### config.mk
export PLATFORM = sky130hd
export DESIGN_NAME = sorted_timeout_queue
export DESIGN_NICKNAME = d
export VERILOG_FILES = /design/src/stq_pkg.sv /design/src/stq_cell.sv /design/src/stq_ctrl.sv /design/src/sorted_timeout_queue.sv
export SDC_FILE = /design/constraint.sdc
export NUM_CORES = 2
export LEC_CHECK = 0
export BUFFER_PORTS_ARGS = -buffer_cell sky130_fd_sc_hd__buf_2
export CORE_MARGIN = 4
export CORE_UTILIZATION = 30
export DETAILED_ROUTE_END_ITERATION = 10
export SYNTH_ARGS = -nofsm -noshare
export SYNTH_HDL_FRONTEND = slang
export SYNTH_SLANG_ARGS = --single-unit
### constraint.sdc
create_clock -name clk -period 6.85 [get_ports clk]
set_input_delay 1.0275 -clock clk [delete_from_list [all_inputs] [get_ports clk]]
set_output_delay 1.0275 -clock clk [all_outputs]
set_load 0.005 [all_outputs]
### src/stq_pkg.sv
// types and constants of the sorted timeout queue
`default_nettype none

package stq_pkg;

    localparam int DEPTH       = 16;
    localparam int CNT_W       = $clog2(DEPTH + 1);
    localparam int MAX_RESULTS = 16;
    localparam int RUN_W       = $clog2(MAX_RESULTS);
    localparam int TIME_W      = 48;
    localparam int PROD_W      = 32;
    localparam int ID_W        = 8;

    localparam logic [TIME_W-1:0] TIME_MAX  = {TIME_W{1'b1}};
    localparam logic [15:0]       TPM_RESET = 16'd1000;

    // request codes
    localparam logic [1:0] REQ_TICK    = 2'd0;
    localparam logic [1:0] REQ_PROGRAM = 2'd1;
    localparam logic [1:0] REQ_CANCEL  = 2'd2;
    localparam logic [1:0] REQ_RSVD    = 2'd3;

    // result status codes
    localparam logic [2:0] STAT_FIRED     = 3'd0;
    localparam logic [2:0] STAT_NONE      = 3'd1;
    localparam logic [2:0] STAT_PROGRAMED = 3'd2;
    localparam logic [2:0] STAT_CANCELLED = 3'd3;
    localparam logic [2:0] STAT_NOT_FOUND = 3'd4;
    localparam logic [2:0] STAT_FULL      = 3'd5;

    typedef struct packed {
        logic [1:0]  req_type;
        logic [7:0]  timer_id;
        logic [15:0] delay_ms;
    } req_t;

    typedef struct packed {
        logic [2:0] status;
        logic [7:0] fired_id;
        logic       head_changed;
        logic       last_of_run;
    } rsp_t;

    typedef struct packed {
        logic [TIME_W-1:0] deadline;
        logic [ID_W-1:0]   ident;
    } entry_t;

    typedef enum logic [1:0] {
        OP_HOLD,
        OP_CANCEL,
        OP_POP,
        OP_INSERT
    } cell_op_t;

    // command broadcast to every cell
    typedef struct packed {
        cell_op_t          op;
        entry_t            ent;
        logic [TIME_W-1:0] now;
    } cell_cmd_t;

    // flags gathered from the cell row
    typedef struct packed {
        logic            found;
        logic            head_match;
        logic            head_here;
        logic            head_expired;
        logic            next_expired;
        logic [ID_W-1:0] head_ident;
    } cell_stat_t;

endpackage

`default_nettype wire

### src/stq_cell.sv
// one table entry of the sorted row, shifting to its neighbors
`default_nettype none

module stq_cell
    import stq_pkg::*;
(
    input  wire logic      clk,
    input  wire cell_cmd_t cmd,
    input  wire logic      occ,
    input  wire entry_t    left,
    input  wire logic      left_here,
    input  wire logic      seen_in,
    input  wire entry_t    right,
    output entry_t         ent,
    output logic           here_out,
    output logic           seen_out,
    output logic           expired
);

    entry_t ent_reg;
    entry_t ent_next;
    logic   match;

    // id match ripples right so only the first match counts
    assign match    = occ && (ent_reg.ident == cmd.ent.ident);
    assign seen_out = seen_in | match;

    // new entry goes at or before this cell (after equal deadlines)
    assign here_out = !(occ && (ent_reg.deadline <= cmd.ent.deadline));

    // entry due at the current time
    assign expired  = occ && (ent_reg.deadline <= cmd.now);

    assign ent = ent_reg;

    // next entry contents
    always_comb
    begin
        ent_next = ent_reg;
        case (cmd.op)
            OP_HOLD:
            begin
                ent_next = ent_reg;
            end
            OP_CANCEL:
            begin
                if (seen_out)
                begin
                    ent_next = right;
                end
            end
            OP_POP:
            begin
                ent_next = right;
            end
            OP_INSERT:
            begin
                if (here_out)
                begin
                    ent_next = left_here ? left : cmd.ent;
                end
            end
            default:
            begin
                ent_next = ent_reg;
            end
        endcase
    end

    // entry storage
    always_ff @(posedge clk)
    begin
        ent_reg <= ent_next;
    end

endmodule

`default_nettype wire

### src/stq_ctrl.sv
// request sequencer, time counter, fill count and result register
`default_nettype none

module stq_ctrl
    import stq_pkg::*;
(
    input  wire logic       clk,
    input  wire logic       rst_n,
    input  wire logic       req_valid,
    output logic            req_stall,
    input  wire req_t       req,
    output logic            rsp_valid,
    input  wire logic       rsp_stall,
    output rsp_t            rsp,
    input  wire logic       cfg_valid,
    output logic            cfg_ready,
    input  wire logic [15:0] cfg_data,
    input  wire cell_stat_t stat,
    output cell_cmd_t       cmd,
    output logic [CNT_W-1:0] count
);

    typedef enum logic [5:0] {
        S_IDLE   = 6'b000001,
        S_CANCEL = 6'b000010,
        S_ADD    = 6'b000100,
        S_INSERT = 6'b001000,
        S_TICK   = 6'b010000,
        S_FIRE   = 6'b100000
    } state_t;

    state_t              state_reg, state_next;
    logic [TIME_W-1:0]   time_reg, time_next;
    logic [CNT_W-1:0]    count_reg, count_next;
    logic [15:0]         tpm_reg;
    req_t                req_reg, req_next;
    logic [PROD_W-1:0]   prod_reg, prod_next;
    logic [TIME_W-1:0]   dl_reg, dl_next;
    logic                head_reg, head_next;
    logic [RUN_W-1:0]    run_reg, run_next;
    logic                rsp_valid_reg;
    rsp_t                rsp_reg, rsp_next;
    logic                emit;
    logic                out_free;
    logic                last;
    logic [TIME_W:0]     sum;
    cell_op_t            op;

    assign out_free  = !rsp_valid_reg || !rsp_stall;
    assign req_stall = (state_reg != S_IDLE);
    assign cfg_ready = 1'b1;
    assign rsp_valid = rsp_valid_reg;
    assign rsp       = rsp_reg;
    assign count     = count_reg;

    assign cmd.op           = op;
    assign cmd.ent.deadline = dl_reg;
    assign cmd.ent.ident    = req_reg.timer_id;
    assign cmd.now          = time_reg;

    // deadline sum with saturation check
    assign sum  = {1'b0, time_reg} + (TIME_W + 1)'(prod_reg);

    // last fired beat of a tick run
    assign last = (run_reg == RUN_W'(MAX_RESULTS - 1)) || !stat.next_expired;

    // sequencer
    always_comb
    begin
        state_next = state_reg;
        time_next  = time_reg;
        count_next = count_reg;
        req_next   = req_reg;
        prod_next  = prod_reg;
        dl_next    = dl_reg;
        head_next  = head_reg;
        run_next   = run_reg;
        rsp_next   = rsp_reg;
        emit       = 1'b0;
        op         = OP_HOLD;
        case (state_reg)
            S_IDLE:
            begin
                if (req_valid)
                begin
                    req_next = req;
                    case (req.req_type)
                        REQ_TICK:    state_next = S_TICK;
                        REQ_PROGRAM: state_next = S_CANCEL;
                        REQ_CANCEL:  state_next = S_CANCEL;
                        default:     state_next = S_IDLE;
                    endcase
                end
            end
            S_CANCEL:
            begin
                prod_next = PROD_W'(req_reg.delay_ms) * PROD_W'(tpm_reg);
                if (req_reg.req_type == REQ_PROGRAM)
                begin
                    op = OP_CANCEL;
                    if (stat.found)
                    begin
                        count_next = count_reg - CNT_W'(1);
                    end
                    head_next  = stat.found && stat.head_match;
                    state_next = S_ADD;
                end
                else if (out_free)
                begin
                    op   = OP_CANCEL;
                    emit = 1'b1;
                    rsp_next.fired_id    = '0;
                    rsp_next.last_of_run = 1'b1;
                    if (stat.found)
                    begin
                        count_next            = count_reg - CNT_W'(1);
                        rsp_next.status       = STAT_CANCELLED;
                        rsp_next.head_changed = stat.head_match;
                    end
                    else
                    begin
                        rsp_next.status       = STAT_NOT_FOUND;
                        rsp_next.head_changed = 1'b0;
                    end
                    state_next = S_IDLE;
                end
            end
            S_ADD:
            begin
                dl_next    = sum[TIME_W] ? TIME_MAX : sum[TIME_W-1:0];
                state_next = S_INSERT;
            end
            S_INSERT:
            begin
                if (out_free)
                begin
                    emit = 1'b1;
                    rsp_next.fired_id    = '0;
                    rsp_next.last_of_run = 1'b1;
                    if (count_reg == CNT_W'(DEPTH))
                    begin
                        rsp_next.status       = STAT_FULL;
                        rsp_next.head_changed = 1'b0;
                    end
                    else
                    begin
                        op                    = OP_INSERT;
                        count_next            = count_reg + CNT_W'(1);
                        rsp_next.status       = STAT_PROGRAMED;
                        rsp_next.head_changed = head_reg | stat.head_here;
                    end
                    state_next = S_IDLE;
                end
            end
            S_TICK:
            begin
                time_next  = (time_reg == TIME_MAX) ? time_reg : time_reg + TIME_W'(1);
                run_next   = '0;
                state_next = S_FIRE;
            end
            S_FIRE:
            begin
                if (out_free)
                begin
                    emit = 1'b1;
                    rsp_next.head_changed = 1'b0;
                    if (stat.head_expired)
                    begin
                        op                    = OP_POP;
                        count_next            = count_reg - CNT_W'(1);
                        run_next              = run_reg + RUN_W'(1);
                        rsp_next.status       = STAT_FIRED;
                        rsp_next.fired_id     = stat.head_ident;
                        rsp_next.last_of_run  = last;
                        if (last)
                        begin
                            state_next = S_IDLE;
                        end
                    end
                    else
                    begin
                        rsp_next.status      = STAT_NONE;
                        rsp_next.fired_id    = '0;
                        rsp_next.last_of_run = 1'b1;
                        state_next           = S_IDLE;
                    end
                end
            end
            default:
            begin
                state_next = S_IDLE;
            end
        endcase
    end

    // control registers
    always_ff @(posedge clk or negedge rst_n)
    begin
        if (!rst_n)
        begin
            state_reg     <= S_IDLE;
            time_reg      <= '0;
            count_reg     <= '0;
            tpm_reg       <= TPM_RESET;
            rsp_valid_reg <= 1'b0;
        end
        else
        begin
            state_reg <= state_next;
            time_reg  <= time_next;
            count_reg <= count_next;
            if (cfg_valid && cfg_ready)
            begin
                tpm_reg <= cfg_data;
            end
            if (emit)
            begin
                rsp_valid_reg <= 1'b1;
            end
            else if (!rsp_stall)
            begin
                rsp_valid_reg <= 1'b0;
            end
        end
    end

    // payload registers
    always_ff @(posedge clk)
    begin
        req_reg  <= req_next;
        prod_reg <= prod_next;
        dl_reg   <= dl_next;
        head_reg <= head_next;
        run_reg  <= run_next;
        rsp_reg  <= rsp_next;
    end

endmodule

`default_nettype wire

### src/sorted_timeout_queue.sv
// Sorted timeout queue: a row of deadline-sorted entry cells under one sequencer.
// A cancel registers its result from the cancel step; a program passes through the cancel,
// deadline add and insert steps; a tick advances the time, then registers its beats in turn.
// One request at a time: the input stalls until the last beat is registered, and output
// stalls hold each step that registers a result beat.
// rst_n clears the time counter, empties the table and sets ticks_per_msec to 1000.
`default_nettype none

module sorted_timeout_queue
    import stq_pkg::*;
(
    input  wire logic        clk,
    input  wire logic        rst_n,
    input  wire logic        req_valid,
    output logic             req_stall,
    input  wire req_t        req,
    output logic             rsp_valid,
    input  wire logic        rsp_stall,
    output rsp_t             rsp,
    input  wire logic        cfg_valid,
    output logic             cfg_ready,
    input  wire logic [15:0] cfg_data
);

    cell_cmd_t        cmd;
    cell_stat_t       stat;
    logic [CNT_W-1:0] count;
    entry_t           ents [DEPTH];
    logic [DEPTH-1:0] occ;
    logic [DEPTH-1:0] here;
    logic [DEPTH-1:0] seen;
    logic [DEPTH-1:0] expired;

    // sequencer
    stq_ctrl u_ctrl (
        .clk       (clk),
        .rst_n     (rst_n),
        .req_valid (req_valid),
        .req_stall (req_stall),
        .req       (req),
        .rsp_valid (rsp_valid),
        .rsp_stall (rsp_stall),
        .rsp       (rsp),
        .cfg_valid (cfg_valid),
        .cfg_ready (cfg_ready),
        .cfg_data  (cfg_data),
        .stat      (stat),
        .cmd       (cmd),
        .count     (count)
    );

    // row of entry cells
    for (genvar i = 0; i < DEPTH; i++)
    begin : g_cell
        entry_t left_ent;
        entry_t right_ent;
        logic   left_here;
        logic   seen_in;

        assign occ[i] = (count > CNT_W'(i));

        if (i == 0)
        begin : g_first
            assign left_ent  = cmd.ent;
            assign left_here = 1'b0;
            assign seen_in   = 1'b0;
        end
        else
        begin : g_mid
            assign left_ent  = ents[i-1];
            assign left_here = here[i-1];
            assign seen_in   = seen[i-1];
        end

        if (i == DEPTH - 1)
        begin : g_last
            assign right_ent = cmd.ent;
        end
        else
        begin : g_inner
            assign right_ent = ents[i+1];
        end

        stq_cell u_cell (
            .clk       (clk),
            .cmd       (cmd),
            .occ       (occ[i]),
            .left      (left_ent),
            .left_here (left_here),
            .seen_in   (seen_in),
            .right     (right_ent),
            .ent       (ents[i]),
            .here_out  (here[i]),
            .seen_out  (seen[i]),
            .expired   (expired[i])
        );
    end

    // row flags for the sequencer
    assign stat.found        = seen[DEPTH-1];
    assign stat.head_match   = seen[0];
    assign stat.head_here    = here[0];
    assign stat.head_expired = expired[0];
    assign stat.next_expired = expired[1];
    assign stat.head_ident   = ents[0].ident;

endmodule

`default_nettype wire

-- Word-level counts from Yosys, hierarchy flattened
Cells that the tools add are included.
- bits of input ports: 47
- bits in registers: 1096
- output and inout bits: 16
- word-level logic and storage cells: 355
- reductions and logical operators: 70
- multipliers: 1
- $add $sub $neg: 5
- equality and inequality tests: 74
- magnitude comparators: 34
- bitwise gates (word level): 18
- muxes and demuxes: 105
- operators by type and width (operator ; number):
    $pmux W56 S3 ; 16
    $mux W56 ; 47
    $le A48 B48 Y1 ; 18
    $eq A8 B8 Y1 ; 16
    $reduce_and A3 Y1 ; 18
    $mux W13 ; 4
    $add A48 B32 Y49 ; 1
    $add A48 B1 Y48 const B ; 1
    $eq A48 B48 Y1 const B ; 1
    $ne A2 B1 Y1 const B ; 21
    $gt A5 B4 Y1 const B ; 8
    $pmux W13 S3 ; 1
    $ne A2 B2 Y1 const B ; 19
    $mux W6 ; 6
    $pmux W6 S6 ; 1
    $logic_and A1 B1 Y1 ; 35
    $mux W5 ; 7
    $mul A16 B16 Y32 ; 1
    $gt A5 B3 Y1 const B ; 4
    $or A1 B1 Y1 ; 16
    $pmux W5 S3 ; 1
    $gt A5 B1 Y1 const B ; 2
    $gt A5 B2 Y1 const B ; 2
    $mux W2 ; 5
    other kinds (34) ; 56

-- Depth between registers and ports, before layout
- depth after elaboration: 21
- gate-level depth with buffers: 25
- gate-level depth less buffers: 23

-- Cells and area by module
A second synthesis with hierarchy kept.
- cell total of the unflattened synthesis: 11340
- area total of the unflattened synthesis: 104004.7 um2
- modules (own cells, without submodules) (module ; sequential area each (um2) ; area each (um2) ; times used ; cells an instance):
    stq_cell ; 1681.6 ; 5353.9 ; 16 ; 594
    stq_ctrl ; 5634.2 ; 18196.2 ; 1 ; 1808
    sorted_timeout_queue ; 0.0 ; 146.4 ; 1 ; 28

-- Least setup slack after synthesis
No wires, ideal clock.
- kind: register to register
- from: reg u_ctrl.dl_reg[45]
- to: reg g_cell[6].u_cell.ent_reg, in the netlist g_cell[6].u_cell.ent[0] (enable)
- data arrival time: 6.932 ns
- slack: -0.636 ns
- cell stages (with the launch flop): 13
- path through: edfxtp_1 > clkbuf_1 > clkbuf_1 > inv_1 > ha_1 > nand4_1 > nor4_1 > o211ai_1 > a31oi_1 > o21ai_1 > buf_4 > buf_6 > a211oi_1
- longest elaborated chain between the ends: 4
- ends and longest elaborated chain (element ; RTL line ; text):
    start, declared ; stq_ctrl.sv:38 ; logic [TIME_W-1:0] dl_reg, dl_next;
    start signal, assigned ; stq_ctrl.sv:232 ; dl_reg <= dl_next;
    $le A48 B48 Y1 ; stq_cell.sv:29 ; assign here_out = !(occ && (ent_reg.deadline <= cmd.ent.deadline));
    $logic_and A1 B1 Y1 ; stq_cell.sv:29 ;
    $ne A2 B2 Y1 (no line) ; n/a ;
    $reduce_and A3 Y1 (no line) ; n/a ;
    end signal, assigned ; stq_cell.sv:73 ; ent_reg <= ent_next;
    end, declared ; stq_cell.sv:20 ; entry_t ent_reg;
Every way passes these cells.
A chain may end at the register's enable or synchronous reset.

-- Worst setup path in the final report
- from: reg u_ctrl.req_reg[12] in the netlist's numbering
- to: reg u_ctrl.prod_reg[31] (data pin)
- longest elaborated chain between the ends: 1
- ends and longest elaborated chain (element ; RTL line ; text):
    start, declared ; stq_ctrl.sv:36 ; req_t req_reg, req_next;
    start signal, assigned ; stq_ctrl.sv:230 ; req_reg <= req_next;
    $mul A16 B16 Y32 ; stq_ctrl.sv:97 ; prod_next = PROD_W'(req_reg.delay_ms) * PROD_W'(tpm_reg);
    end signal, assigned ; stq_ctrl.sv:231 ; prod_reg <= prod_next;
    end, declared ; stq_ctrl.sv:37 ; logic [PROD_W-1:0] prod_reg, prod_next;
Every way passes these cells.

==> flow_summary.json <==
{
  "status": "finished with violations",
  "violations": "max-capacitance violations",
  "largest_register_ffs": 896,
  "cts_tree": "done",
  "detail_route.first_pass.iterations": 6,
  "via_count": 69001,
  "grt_pass1_vias": 68798,
  "die_h_um": 542,
  "syn-mean-instance-area_um2": 9.98,
  "drv_cap": 1,
  "arrival_ns": 7.08,
  "start_kind": "flip-flop",
  "clock-sinks": 1096,
  "synthCells": 8570,
  "finalCritPeriodShare_pct": 95.5,
  "io_pins": 63,
  "hold_path.class": "in2async",
  "yosys_register_bits": 1096,
  "synth_nets": 9822,
  "route.antenna.remaining_nets": 0,
  "die_w_um": 542,
  "routed_wl_um": 295000,
  "fin_hold_ws_ns": 0.168,
  "grt_max_degree": 267,
  "r2r_setup_slack_ns": 0.31,
  "crit_required_ns": 7.39,
  "dpl.hpwl_um": 224000,
  "pwr_density_cell_nw_per_um2": 471,
  "clkTransAtPathRegs_ns": 0.07,
  "critPathMaxFanout": 7,
  "p_sw_mw": 20.2,
  "syn-cell-area_um2": 85500,
  "ys_seq_area_share_pct": 38.1,
  "criticalPathCategory": "reg2reg",
  "relSlewSlack_pct": 1.63,
  "tightest_slew_ns": 1.46,
  "rsz0062_at_grt": "false",
  "leakage_nw": 40.0,
  "synth_area_leaders": "edfxtp_1, ha_1, mux2i_1",
  "hold_viol": 0,
  "max_freq_mhz": 153,
  "clockPowerShare_pct": 15.3,
  "synth-async-reset-ratio_pct": 6.93,
  "r2r-end": "u_ctrl.prod_reg[31]$_DFFE_PP_",
  "fillCellCount": 28588,
  "antenna_found_initial": 12,
  "fin_ws_ns": 0.308,
  "grt_overflow": 0,
  "nets": 9749,
  "synth_top_area_share_pct": 35.8,
  "place.gp.congestion": 0.923,
  "slew_viol_final": 0,
  "viasPerCell": 5.59,
  "cts_buffers": 121,
  "wl_per_cell_um": 23.9,
  "internal-power_mw": 24.5,
  "clk_path_buf_depth": 3,
  "drcViolationCount": 0,
  "ys_types": 96,
  "cts_root_buf": "clkbuf_16",
  "crit_path_end_kind": "flip-flop",
  "fin_skew_ns": 0.0459,
  "comb_power_share_pct": 59.2,
  "setup_viol": 0,
  "reg2regPathDepth": 22,
  "synth_flop_cell": "edfxtp_1",
  "place_ws_ns": -0.140,
  "synth_largest_area_cell": "edfxtp_1",
  "synthToLayoutAreaGrowth_pct": 11.0,
  "ir_drop_mv": 1.40,
  "yosys_warnings": 0,
  "grt_first_pass_wirelength_um": 440000,
  "final_area_um2": 94900,
  "synth-edff-count": 1020,
  "row_count": 195,
  "port_buffers": 61,
  "grtUsageTotal_pct": 19.4,
  "fp.coreArea_um2": 283000,
  "regToRegStartpoint": "u_ctrl.req_reg[12]$_DFFE_PP_",
  "placed_area_um2": 90800,
  "drive_gt1_share_pct": 7.97,
  "start_util_pct": 30.2,
  "worstSkewPairLatency_ns": 0.80,
  "p_sw_share_pct": 45.1,
  "fin_crit_ns": 6.54,
  "h-tree-depth": 3,
  "dr.first_iter.drc_count": 7983,
  "dieArea_um2": 294000,
  "sequentialPowerShare_pct": 25.6
}
power by group through the flow:
stage	Sequential (mW)	Combinational, mW	Clock, mW
floorplan	11.0	18.6	0
global placement	11.5	25.3	0
detailed placement	11.5	25.7	0
CTS	11.4	26.0	6.92
global route	11.5	29.6	7.18
finish	11.4	26.5	6.82
cell usage in the layout (no fill, tap or decap), types with 207 or more instances in the layout:
master    Yosys  final
o21ai_1     305    307
nor3_1      394    392
inv_1       390    390
nor2_1      303    300
edfxtp_1   1020   1020
nand2_1    1124   1121
nand4_1     207    207
mux2i_1     618    618
a21oi_1     338    334
ha_1       1010   1008
o21ai_0     551    546
buf_4        20    246
cells by family after synthesis:
logic type | Yosys count | share of synthesized area (%)
compound gates | 1856 | 13.3
mux | 691 | 8.36
simple gates | 2567 | 14.0
flops | 1096 | 38.1
other cells | 1 | 0.00439
buf+inv | 918 | 4.49
fa+ha+maj | 1205 | 19.3
xor+xnor | 236 | 2.42
synth_stat cells (31+ instances only):
cell	instances
nand4_1	207
and3_1	42
o221a_1	56
ha_1	1010
mux2_4	37
clkbuf_1	399
o211ai_1	86
and2_1	138
xor2_1	102
o21ai_0	551
mux2_2	33
nand2_1	1124
buf_6	31
a2111oi_0	31
a21o_1	183
a211oi_1	42
o21ai_1	305
dfrtp_1	69
edfxtp_1	1020
fa_1	195
nor2b_1	51
nor2_1	303
o21a_1	39
xnor2_1	134
buf_2	71
nor3_1	394
mux2i_1	618
o31ai_1	60
a21oi_1	338
nor4_1	43
inv_1	390
nand3_1	148
what timing repair did:
item                                    in CTS  in global routing
endpoints found under the setup margin       2                  8
setup buffers                                0                  9
pin swaps                                    0                  3
hold buffers                                 0                  0
resized for setup                            1                 17
metrics by stage:
step | setup TNS, ns | util [%] | instances | total power, mW
after floorplan | 0 | - | 8570 | 29.6
after global placement | -0.185 | 32.1 | 12108 | 36.8
after detailed placement | -0.164 | 32.1 | 12108 | 37.3
after CTS | 0 | 33.5 | 12340 | 44.3
after global routing | 0 | 33.5 | 12350 | 48.3
final | 0 | 33.5 | 12350 | 44.7
area by class of cell:
| cell class | instances | area [um^2] | share of cell area [%] |
|---|---|---|---|
| multi-input combinational | 6556 | 49500 | 52.2 |
| clock inverter | 73 | 707 | 0.745 |
| antenna | 1 | 2.50 | 0.00264 |
| tap | 3743 | 4680 | 4.93 |
| sequential | 1096 | 32600 | 34.3 |
| inverter | 390 | 1460 | 1.54 |
| timing repair buffer | 332 | 2670 | 2.81 |
| clock buffer | 159 | 3290 | 3.47 |
layer usage:
metal	wire length, um	share of wire [%]	up-vias	global-route usage [%]
met1	128000	43	34153	27.1
li1	-	-	31353	-
met5	54	0.018	-	0
met3	27300	9.3	437	3.87
met4	9890	3.4	8	6.00
met2	130000	44	3050	30.1
worst max-delay path: stages, from the launching register on:
cell      delay (ns)
edfxtp_1        0.49
buf_4           0.21
and2_1          0.15
fa_1            0.52
inv_1           0.06
fa_1            0.51
fa_1            0.52
inv_1           0.05
fa_1            0.46
fa_1            0.56
inv_1           0.06
fa_1            0.53
inv_1           0.04
ha_1            0.40
nand2_1         0.15
nor3_2          0.24
inv_1           0.08
a211o_1         0.33
a311oi_4        0.39
a21oi_1         0.15
o21ai_1         0.17
a21oi_1         0.09
xnor2_1         0.12
how the worst max path moves through the flow:
stage	slack, ns	start	to
2_1_floorplan	0.22	u_ctrl.tpm_reg[9]$_DFFE_PN1P_	u_ctrl.prod_reg[30]$_DFFE_PP_
3_3_place_gp	-0.15	u_ctrl.req_reg[6]$_DFFE_PP_	u_ctrl.prod_reg[31]$_DFFE_PP_
3_5_place_dp	-0.14	u_ctrl.req_reg[6]$_DFFE_PP_	u_ctrl.prod_reg[31]$_DFFE_PP_
4_1_cts	0.05	u_ctrl.req_reg[6]$_DFFE_PP_	u_ctrl.prod_reg[31]$_DFFE_PP_
5_1_grt	0.003	u_ctrl.req_reg[10]$_DFFE_PP_	u_ctrl.prod_reg[31]$_DFFE_PP_
6_report	0.31	u_ctrl.req_reg[12]$_DFFE_PP_	u_ctrl.prod_reg[31]$_DFFE_PP_
No activity file was read; power rests on OpenSTA's default activity.
